**src/hdl/rdlt_pkg.sv**
```systemverilog
`default_nettype none
// ----------------------------------------------------------------------------
// rdlt_pkg
// Shared constants and request codes for the recent device table.
// ----------------------------------------------------------------------------
package rdlt_pkg;

    localparam int ENTRIES_DEF   = 32;
    localparam int TIME_BITS_DEF = 48;
    localparam int MAX_REPORT    = 32;
    localparam int ID_W          = 32;
    localparam int RSSI_W        = 8;
    localparam int OUT_TIME_W    = 48;
    localparam int LIMIT_W       = 6;
    localparam int SLOT_W        = 5;

    localparam logic [LIMIT_W-1:0] LIMIT_RESET = 6'd32;

    localparam logic REQ_OBSERVE = 1'b0;
    localparam logic REQ_REPORT  = 1'b1;
    localparam logic KIND_ACK    = 1'b0;
    localparam logic KIND_REPORT = 1'b1;

endpackage
`default_nettype wire

```
**src/hdl/rdlt_store.sv**
```systemverilog
`default_nettype none
// ----------------------------------------------------------------------------
// rdlt_store
// Entry memory with one write port and one registered read port.
// ----------------------------------------------------------------------------
module rdlt_store #(
    parameter int DEPTH = 32,
    parameter int AW    = 5,
    parameter int DW    = 120
) (
    input  wire logic          i_clk,
    input  wire logic          i_we,
    input  wire logic [AW-1:0] i_waddr,
    input  wire logic [DW-1:0] i_wdata,
    input  wire logic          i_re,
    input  wire logic [AW-1:0] i_raddr,
    output logic      [DW-1:0] o_rdata
);

    logic [DW-1:0] r_mem [DEPTH];

    always_ff @(posedge i_clk) begin
        if (i_we) begin
            r_mem[i_waddr] <= i_wdata;
        end
    end

    always_ff @(posedge i_clk) begin
        if (i_re) begin
            o_rdata <= r_mem[i_raddr];
        end
    end

endmodule
`default_nettype wire

```
**src/hdl/recent_device_lru_table.sv**
```systemverilog
`default_nettype none
// ----------------------------------------------------------------------------
// recent_device_lru_table
// Fully associative table of recently seen devices with LRU replacement and
// a report ranked by signal strength. A sequencer scans the entry memory one
// slot per cycle through its single registered read port.
// An observe beat scans every filled slot, then updates its entry and shows the acknowledge.
// A report runs one full scan of the filled slots per result beat.
// Synchronous reset empties the table at once; no clearing pass is needed.
// ----------------------------------------------------------------------------
module recent_device_lru_table #(
    parameter int ENTRIES   = rdlt_pkg::ENTRIES_DEF,
    parameter int TIME_BITS = rdlt_pkg::TIME_BITS_DEF
) (
    input  wire logic        i_clk,
    input  wire logic        i_rst_n,
    input  wire logic        i_cfg_we,
    input  wire logic [5:0]  i_cfg_data,
    input  wire logic        i_valid,
    output logic             o_ready,
    input  wire logic        i_req_type,
    input  wire logic [31:0] i_dev_key,
    input  wire logic [31:0] i_radio_addr,
    input  wire logic [7:0]  i_rssi,
    input  wire logic [47:0] i_now_ms,
    output logic             o_valid,
    input  wire logic        i_ready,
    output logic             o_result_kind,
    output logic [4:0]       o_slot,
    output logic             o_was_hit,
    output logic             o_evicted,
    output logic [31:0]      o_evicted_id,
    output logic [31:0]      o_entry_id,
    output logic [31:0]      o_entry_radio_addr,
    output logic [7:0]       o_entry_rssi,
    output logic [47:0]      o_seen_time_ms,
    output logic             o_entry_valid,
    output logic             o_last_item
);

    localparam int DEPTH = (ENTRIES < rdlt_pkg::MAX_REPORT) ? ENTRIES : rdlt_pkg::MAX_REPORT;
    localparam int SW    = $clog2(DEPTH);
    localparam int FW    = $clog2(DEPTH + 1);
    localparam int TW    = TIME_BITS;
    localparam int DW    = TW + 72;

    localparam logic [2:0] ST_IDLE = 3'd0;
    localparam logic [2:0] ST_SCAN = 3'd1;
    localparam logic [2:0] ST_UPD  = 3'd2;
    localparam logic [2:0] ST_REP  = 3'd3;
    localparam logic [2:0] ST_OUT  = 3'd4;

    logic [2:0]    r_state;
    logic [5:0]    r_limit;
    logic [FW-1:0] r_fill;
    logic [SW-1:0] r_rank [DEPTH];
    logic [DEPTH-1:0] r_done;

    logic          r_req;
    logic [31:0]   r_id;
    logic [31:0]   r_rf;
    logic [7:0]    r_rssi;
    logic [TW-1:0] r_now;

    logic [FW-1:0] r_cnt;
    logic          r_rvld;
    logic [SW-1:0] r_ridx;
    logic          r_hit;
    logic [SW-1:0] r_tslot;
    logic [DW-1:0] r_tdata;
    logic [SW-1:0] r_lru;
    logic [31:0]   r_lru_id;
    logic          r_found;
    logic [FW-1:0] r_nout;

    logic          rd_en;
    logic [SW-1:0] rd_addr;
    logic [DW-1:0] q;
    logic          wr_en;
    logic [SW-1:0] wr_addr;
    logic [DW-1:0] wr_data;
    logic [FW-1:0] lim;
    logic [31:0]   q_id;
    logic [7:0]    q_rssi;
    logic [7:0]    t_rssi;
    logic          q_better;
    logic          miss_fill;
    logic [SW-1:0] upd_slot;
    logic [SW-1:0] old_rank;

    rdlt_store #(.DEPTH(DEPTH), .AW(SW), .DW(DW)) u_store (
        .i_clk   (i_clk),
        .i_we    (wr_en),
        .i_waddr (wr_addr),
        .i_wdata (wr_data),
        .i_re    (rd_en),
        .i_raddr (rd_addr),
        .o_rdata (q)
    );

    always_comb begin
        if (r_limit == 6'd0) begin
            lim = FW'(1);
        end else if ({1'b0, r_limit} > 7'(DEPTH)) begin
            lim = FW'(DEPTH);
        end else begin
            lim = FW'(r_limit);
        end
    end

    assign q_id     = q[31:0];
    assign q_rssi   = q[71:64];
    assign t_rssi   = r_tdata[71:64];
    assign q_better = !r_found || (q_rssi > t_rssi) ||
                      ((q_rssi == t_rssi) && (r_rank[r_ridx] < r_rank[r_tslot]));

    assign rd_en   = (r_state == ST_SCAN) && (r_cnt < r_fill);
    assign rd_addr = r_cnt[SW-1:0];

    assign miss_fill = !r_hit && (r_fill < lim);
    always_comb begin
        if (r_hit) begin
            upd_slot = r_tslot;
        end else if (miss_fill) begin
            upd_slot = r_fill[SW-1:0];
        end else begin
            upd_slot = r_lru;
        end
    end
    assign old_rank = r_rank[upd_slot];

    assign wr_en   = (r_state == ST_UPD);
    assign wr_addr = upd_slot;
    assign wr_data = {r_now, r_rssi, (r_hit ? r_tdata[63:32] : r_rf), r_id};

    assign o_ready = (r_state == ST_IDLE);

    always_ff @(posedge i_clk) begin
        if (!i_rst_n) begin
            r_state <= ST_IDLE;
            r_limit <= rdlt_pkg::LIMIT_RESET;
            r_fill  <= '0;
            r_done  <= '0;
            r_rvld  <= 1'b0;
            r_cnt   <= '0;
            r_hit   <= 1'b0;
            r_found <= 1'b0;
            r_nout  <= '0;
            o_valid <= 1'b0;
            for (int i = 0; i < DEPTH; i++) begin
                r_rank[i] <= '0;
            end
        end else begin
            if (i_cfg_we) begin
                r_limit <= i_cfg_data;
            end
            unique case (r_state)
                ST_IDLE: begin
                    if (i_valid) begin
                        r_req   <= i_req_type;
                        r_id    <= i_dev_key;
                        r_rf    <= i_radio_addr;
                        r_rssi  <= i_rssi;
                        r_now   <= TW'(i_now_ms);
                        r_cnt   <= '0;
                        r_rvld  <= 1'b0;
                        r_hit   <= 1'b0;
                        r_found <= 1'b0;
                        r_nout  <= '0;
                        r_done  <= '0;
                        r_state <= ST_SCAN;
                    end
                end
                ST_SCAN: begin
                    r_rvld <= rd_en;
                    r_ridx <= rd_addr;
                    if (rd_en) begin
                        r_cnt <= r_cnt + FW'(1);
                    end
                    if (r_rvld) begin
                        if (r_req == rdlt_pkg::REQ_OBSERVE) begin
                            if (q_id == r_id) begin
                                r_hit   <= 1'b1;
                                r_tslot <= r_ridx;
                                r_tdata <= q;
                            end
                            if (r_rank[r_ridx] == SW'(r_fill - FW'(1))) begin
                                r_lru    <= r_ridx;
                                r_lru_id <= q_id;
                            end
                        end else if (!r_done[r_ridx] && q_better) begin
                            r_found <= 1'b1;
                            r_tslot <= r_ridx;
                            r_tdata <= q;
                        end
                    end
                    if (!rd_en && !r_rvld) begin
                        r_state <= (r_req == rdlt_pkg::REQ_OBSERVE) ? ST_UPD : ST_REP;
                    end
                end
                ST_UPD: begin
                    for (int i = 0; i < DEPTH; i++) begin
                        if (SW'(i) == upd_slot) begin
                            r_rank[i] <= '0;
                        end else if (i < int'(r_fill)) begin
                            if (miss_fill || (r_rank[i] < old_rank)) begin
                                r_rank[i] <= r_rank[i] + SW'(1);
                            end
                        end
                    end
                    if (miss_fill) begin
                        r_fill <= r_fill + FW'(1);
                    end
                    o_valid            <= 1'b1;
                    o_result_kind      <= rdlt_pkg::KIND_ACK;
                    o_slot             <= 5'(upd_slot);
                    o_was_hit          <= r_hit;
                    o_evicted          <= !r_hit && !miss_fill;
                    o_evicted_id       <= (!r_hit && !miss_fill) ? r_lru_id : 32'd0;
                    o_entry_id         <= r_id;
                    o_entry_radio_addr <= r_hit ? r_tdata[63:32] : r_rf;
                    o_entry_rssi       <= r_rssi;
                    o_seen_time_ms     <= 48'(r_now);
                    o_entry_valid      <= 1'b1;
                    o_last_item        <= 1'b1;
                    r_state            <= ST_OUT;
                end
                ST_REP: begin
                    o_valid       <= 1'b1;
                    o_result_kind <= rdlt_pkg::KIND_REPORT;
                    o_was_hit     <= 1'b0;
                    o_evicted     <= 1'b0;
                    o_evicted_id  <= 32'd0;
                    if (r_found) begin
                        r_done[r_tslot]    <= 1'b1;
                        r_nout             <= r_nout + FW'(1);
                        o_slot             <= 5'(r_tslot);
                        o_entry_id         <= r_tdata[31:0];
                        o_entry_radio_addr <= r_tdata[63:32];
                        o_entry_rssi       <= r_tdata[71:64];
                        o_seen_time_ms     <= 48'(r_tdata[DW-1:72]);
                        o_entry_valid      <= 1'b1;
                        o_last_item        <= (r_nout + FW'(1)) == r_fill;
                    end else begin
                        o_slot             <= 5'd0;
                        o_entry_id         <= 32'd0;
                        o_entry_radio_addr <= 32'd0;
                        o_entry_rssi       <= 8'd0;
                        o_seen_time_ms     <= 48'd0;
                        o_entry_valid      <= 1'b0;
                        o_last_item        <= 1'b1;
                    end
                    r_state <= ST_OUT;
                end
                ST_OUT: begin
                    if (i_ready) begin
                        o_valid <= 1'b0;
                        if (o_last_item) begin
                            r_state <= ST_IDLE;
                        end else begin
                            r_cnt   <= '0;
                            r_rvld  <= 1'b0;
                            r_found <= 1'b0;
                            r_state <= ST_SCAN;
                        end
                    end
                end
                default: begin
                    r_state <= ST_IDLE;
                end
            endcase
        end
    end

`ifndef SYNTHESIS
    a_valid_only_out: assert property (@(posedge i_clk) disable iff (!i_rst_n)
        o_valid |-> (r_state == ST_OUT))
        else $error("Result beat is shown outside the output state.");
    a_fill_bound: assert property (@(posedge i_clk) disable iff (!i_rst_n)
        r_fill <= FW'(DEPTH))
        else $error("Fill count exceeds the table depth.");
    a_fill_grows_by_one: assert property (@(posedge i_clk) disable iff (!i_rst_n)
        (r_fill != $past(r_fill)) |-> (r_fill == $past(r_fill) + FW'(1)))
        else $error("Fill count changed by other than one.");
    a_accept_starts_scan: assert property (@(posedge i_clk) disable iff (!i_rst_n)
        (i_valid && o_ready) |=> (r_state == ST_SCAN))
        else $error("Accepted beat did not start a scan.");
`endif

endmodule
`default_nettype wire
```
**config.mk**
```make
export PLATFORM = sky130hd
export DESIGN_NAME = recent_device_lru_table
export DESIGN_NICKNAME = d
export VERILOG_FILES = /design/src/hdl/rdlt_pkg.sv /design/src/hdl/rdlt_store.sv /design/src/hdl/recent_device_lru_table.sv
export SDC_FILE = /design/constraint.sdc
export NUM_CORES = 2
export LEC_CHECK = 0
export BUFFER_PORTS_ARGS = -buffer_cell sky130_fd_sc_hd__buf_2
export CAP_MARGIN = 5
export CORE_MARGIN = 1.5
export CORE_UTILIZATION = 45
export CTS_CLUSTER_DIAMETER = 100
export DETAILED_ROUTE_END_ITERATION = 7
export PLACE_DENSITY = 0.61
export SYNTH_ARGS = -nofsm -noshare
export SYNTH_HDL_FRONTEND = slang
export SYNTH_HIERARCHICAL = 1
export SYNTH_SLANG_ARGS = --single-unit
export TNS_END_PERCENT = 100
```
**constraint.sdc**
```tcl
create_clock -name i_clk -period 27 [get_ports i_clk]
set_input_delay 5.4 -clock i_clk [delete_from_list [all_inputs] [get_ports i_clk]]
set_output_delay 5.4 -clock i_clk [all_outputs]
set_load 0.02 [all_outputs]
```
# Word-level counts from Yosys, hierarchy flattened
# Memories as Yosys holds them, arrays and structs flattened. A register that Yosys moved wholly into a read port is not among the register bits.
# Index checks and enable logic that the tools add are counted.
[totals]
register_bits = 513
mem_bits_rw = 4000
wordCells = 781
n_memories = 2
[memory_table]
columns = ["memory", "depth", "width", "rd", "rd_clocked_by_memory_dff", "wr", "line", "rtl"]
rows = [
  ["u_store.r_mem", 32, 120, 1, 1, 1, "rdlt_store.sv:20", "logic [DW-1:0] r_mem [DEPTH];"],
  ["r_rank", 32, 5, 35, 2, 32, "recent_device_lru_table.sv:56", "logic [SW-1:0] r_rank [DEPTH];"],
]
[classes]
add_sub_neg = 36
n_lt_le_gt_ge = 72
eq_ne = 51
n_mux = 453
n_bitwise = 66
reduce_logical = 70
[op_table]
columns = ["op", "count"]
rows = [
  ["120-bit 2-to-1 mux", 3],
  ["5-bit 2-to-1 mux", 72],
  ["1-bit 2-to-1 mux", 339],
  ["32-bit one-hot mux with 2 select lines", 4],
  ["32-bit 2-to-1 mux", 6],
  ["5-bit < comparator", 33],
  ["5-bit by 1-bit adder with 5-bit output, second input constant", 32],
  ["5-bit by 6-bit < comparator with 1-bit output, first input constant", 16],
  ["48-bit one-hot mux with 2 select lines", 1],
  ["5-bit == test, first input constant", 16],
  ["1-bit bitwise OR", 64],
  ["4-bit by 6-bit < comparator with 1-bit output, first input constant", 8],
  ["48-bit 2-to-1 mux", 1],
  ["6-bit 2-to-1 mux", 7],
  ["4-bit by 5-bit == test with 1-bit output, first input constant", 8],
  ["1-bit logical OR", 34],
  ["32-bit == test", 1],
  ["32-bit bitwise OR", 1],
  ["3-bit by 6-bit < comparator with 1-bit output, first input constant", 4],
  ["3-bit by 5-bit == test with 1-bit output, first input constant", 4],
  ["5-bit AND reduction", 4],
  ["6-bit by 1-bit adder with 6-bit output, second input constant", 3],
  ["6-bit one-hot mux with 3 select lines", 1],
  ["2-bit != test, second input constant", 8],
  ["other kinds (40)", 78],
]

# Logic depth before layout (Yosys ltp)
# An unclocked memory read counts as a cell.
[depth]
depth_word = 17
depth_mapped = 28
ltp_nobuf = 24

# Cells and area by module
# Netlist, hierarchy kept.
[modules_own_cells]
columns = ["module", "n_inst", "cells_per_inst", "area_each_um2", "seq_area_each_um2"]
rows = [
  ["rdlt_store", 1, 6974, 149313.2, 118914.0],
  ["recent_device_lru_table", 1, 3031, 36177.2, 19779.0],
]

# Least setup slack after synthesis
# No wires, ideal clock.
[synth_timing]
path_kind = "input -> register"
from = "input port i_rst_n"
to = "register (tool-made name)"
setup_ps = 90
arrival_ps = 13181
required_ps = 26910
path_slack_ps = 13729
cell_stages = 5
n_path_buf = 1
path_cell_list = "and2_1 clkbuf_1 nand2_1 a21oi_1 mux2_2"
[synth_lines]
columns = ["item", "line", "rtl"]
rows = [
  ["from (decl)", "recent_device_lru_table.sv:16", "input wire logic i_rst_n,"],
]

# Worst setup path in the final report
[layout_timing]
from = "register r_state[0]"
to = "output port o_ready"
[layout_via]
elab_chain_cells = 1
[layout_rtl]
columns = ["item", "line", "rtl"]
rows = [
  ["from (decl)", "recent_device_lru_table.sv:53", "logic [2:0] r_state;"],
  ["from (signal assigned)", "recent_device_lru_table.sv:198", "r_state <= (r_req == rdlt_pkg::REQ_OBSERVE) ? ST_UPD : ST_REP;"],
  ["3-bit zero test", "recent_device_lru_table.sv:136", "assign o_ready = (r_state == ST_IDLE);"],
  ["to (decl)", "recent_device_lru_table.sv:20", "output logic o_ready,"],
]
# Every way passes these cells.

==> impl_results.md <==
* Netlist cell types at a little under 90
* Max_slew headroom at 7.38%
* Via count at 101861
* Hold path startpoint: u_store/o_rdata[99]
* Pwr Total at 16.2 mW
* Site row count at 235
* Worst slew pin tran at approximately 1.4 ns
* Syn nets at 10323
* Fmax at 126 MHz
* Port-buffer cells at 295
* DP Cell Count at 15446
* Crit-path max FO at 9
* Power Density at 77.7 mW/mm^2
* Initial core utilization at 45.3%
* Setup ws final at about 19 ns
* Clock latency on the worst-skew pair at 1.05 ns
* Worst r2r dst: u_store/r_mem[4][75]
* Sequential area share after synthesis at 74.8%
* Leading cell type in the layout, fill and taps excluded: edfxtp_1
* Die area at 0.416 mm^2
* Most frequent cells in the layout: edfxtp_1, mux2i_1, a22oi_1
* Register bit total from synthesis at 4643
* Synth area leader: edfxtp_1
* Top cell type's share of synthesized area at 74.0%
* I/O pins at 296
* Area contributors post-synth: edfxtp_1, mux4_2, mux2i_1
* Setup_tns at 0 ns
* Worst Setup End Kind: primary output
* Dpl ws at 18.09 ns
* CP cell instances: nor3_1 -> buf_2
* Crit path buffers/inverters at 1
* Hold slack at 0.389 ns
* Netlist Area Pre-Place at 0.185 mm^2
* Area growth syn-to-layout at 12.6%
* Initial antenna violation count at 22
* Synth Instances at 10005
* Leakage power at approximately 65 nW
* TritonCTS buffer count at 456
* Synth warn at 6
* Slowest CP cell: nor3_1
* Chip height at about 650 um
* Status: completed
* Clk_skew at 0.0931 ns
* Gr ovfl total at 0
* Resized Gates After CTS at 0
* Crit path launch type: flop
* CP max stage delay at 0.80 ns
* Hold Path Class: reg -> reg
* HPWL after DPL at 291000 um
* Syn avg cell area at 18.5 um^2
* Drt wl/cell at between 30 and 40 um
* Root buf cell: clkbuf_16
* Slew Viols, Final at 0
* # setup viols final at 0
* Max clock buf depth at 4
* Vias per cell at roughly 6.2
* IR drop worst, VDD at 58.3 uV
* Worst Setup Path Type: reg -> out
* Final GP Congestion at a little under 0.9
* Hold_buf cts at 0
* Initial drt markers at 12484
* Clock slew at reported path FFs at 0.06 ns
* RSZ-0062 raised after global routing: false
* Share of layout cells above drive strength 1 at 17.9%
* Antenna Nets Post-Route at 0
* Vias in the first global route at roughly 100k
* Final period util at between 20% and 30%
* Required @ worst endpoint at 21.60 ns
* MaxCap Viol Count at 0
* Main synth FF type: edfxtp_1
* First-pass GRT wire length at around 760000 um
* Worst hold stages at 0
* Pin count of the biggest net entering global routing at 123
* H-tree levels at 5
* # DRC at 0
* Reg2reg setup slack at around 19 ns
* Sink Count at about 4600
* Fin cells at 16308
* Cell count of the worst reg-to-reg path at 12
* # nets final at 10773
* Final WL at 547000 um
* Final Hold Viols at 0
* FF-to-FF Start: r_fill[5]
* CP top delay family: simple AND/OR/NAND/NOR gates
* Core ar. at 0.410 mm^2
* Min-Delay Endpoint: r_tdata[99]
* GRT Util Overall at around 26%
* Asr flop ratio synth at 0%
* First-pass DRT Iterations at 8
* Post-CTS Setup Inserts at 0
* Fin crit period at 7.93 ns
* TritonCTS clock tree: done
* Die W at 645 um
* Signal arrival time at the worst endpoint at 2.53 ns
* Post-synth EDFFs at 4570
## cell usage after synthesis, types with 30 or more instances
| library cell | n |
|---|---|
| edfxtp_1 | 4570 |
| mux2i_1 | 993 |
| a22oi_1 | 658 |
| mux4_2 | 589 |
| nand3_1 | 522 |
| nand2_1 | 478 |
| clkbuf_1 | 269 |
| ha_1 | 186 |
| buf_2 | 165 |
| nor2_1 | 159 |
| a21oi_1 | 118 |
| and2_1 | 96 |
| a31oi_1 | 86 |
| nand4_1 | 82 |
| xor2_1 | 75 |
| dfxtp_1 | 73 |
| xnor2_1 | 69 |
| a22o_1 | 67 |
| a21o_1 | 54 |
| buf_4 | 53 |
| nor3_1 | 53 |
| mux2_2 | 51 |
| o21ai_0 | 50 |
| nor2b_1 | 46 |
| buf_1 | 45 |
| inv_1 | 39 |
| and3_1 | 30 |
## power breakdown
group | total [mW] | switching (mW) | leakage [nW] | internal [mW]
Clock | 6.33 | 2.73 | 7.21 | 3.60
Sequential | 8.46 | 0.185 | 41.9 | 8.27
Combinational | 1.43 | 0.980 | 15.6 | 0.452
## worst reg2reg max path, stage by stage (launching register included)
cell and delay (ns):
dfxtp_1 0.80, ha_1 0.41, and4_1 0.31, and2_1 0.19, a221oi_1 0.30, o211a_2 0.22
buf_4 0.42, inv_6 0.39, or3b_2 0.79, nor2_4 0.97, buf_4 0.85, buf_4 0.95
buf_4 0.67
## worst max-delay path by stage
| stage | from | to | slack (ns) | cells past startpoint |
|---|---|---|---|---|
| floorplan | i_rst_n | flop | 13.73 | 5 |
| global route | i_rst_n | r_tdata[72] | 18.97 | 7 |
| detailed placement | i_rst_n | r_tdata[72] | 18.09 | 7 |
| global placement | i_rst_n | r_tdata[72] | 18.19 | 7 |
| finish | r_state[0] | o_ready | 19.07 | 2 |
| CTS | r_state[0] | o_ready | 19.06 | 2 |
## registers in the layout, indices dropped and copies added (netlist names), 8 cells and up, named ones only
signal / flops
o_evicted_id: 32
r_rssi: 8
o_seen_time_ms: 48
r_now: 48
r_done: 32
r_tdata: 120
r_lru_id: 32
o_entry_id: 32
o_entry_radio_addr: 32
u_store/o_rdata: 120
r_id: 32
r_rf: 32
r_rank: 160
u_store/r_mem: 3840
o_entry_rssi: 8
## cell type report
cell class | count | area [um^2]
Antenna cell | 16 | 40.0
Clock buffer | 564 | 11900
Clock inverter | 280 | 2890
Fill cell | 32697 | 201000
Inverter | 45 | 181
Multi-Input combinational cell | 4759 | 44400
Sequential cell | 4643 | 139000
Tap cell | 5451 | 6820
Timing Repair Buffer | 550 | 3780
## cell families (layout without fill, tap and decap cells)
family	Yosys count	after routing	share of synthesized area (%)
other	0	16	0
adder cells (fa/ha/maj)	186	186	1.25
AND/OR/NAND/NOR	1590	1590	4.19
flip-flops	4643	4643	74.8
buffers and inverters	603	1439	1.54
AO/OA/AOI/OAI	1205	1205	4.74
XOR/XNOR	144	144	0.680
multiplexers	1634	1634	12.8
## stage by stage
| step | utilization [%] | cell area, um^2 |
|---|---|---|
| 3_3_place_gp | 47.3 | 194000 |
| 2_1_floorplan | - | 185000 |
| 4_1_cts | 50.9 | 209000 |
| 5_1_grt | 50.9 | 209000 |
| 3_5_place_dp | 47.3 | 194000 |
| 6_report | 50.9 | 209000 |
## metal layers
metal	GRT usage, %	wire, um
met2	42.1	264000
met5	0	40
met4	9.22	21200
met3	3.79	46300
met1	35.2	216000
Power figures use the tool's default switching activity.
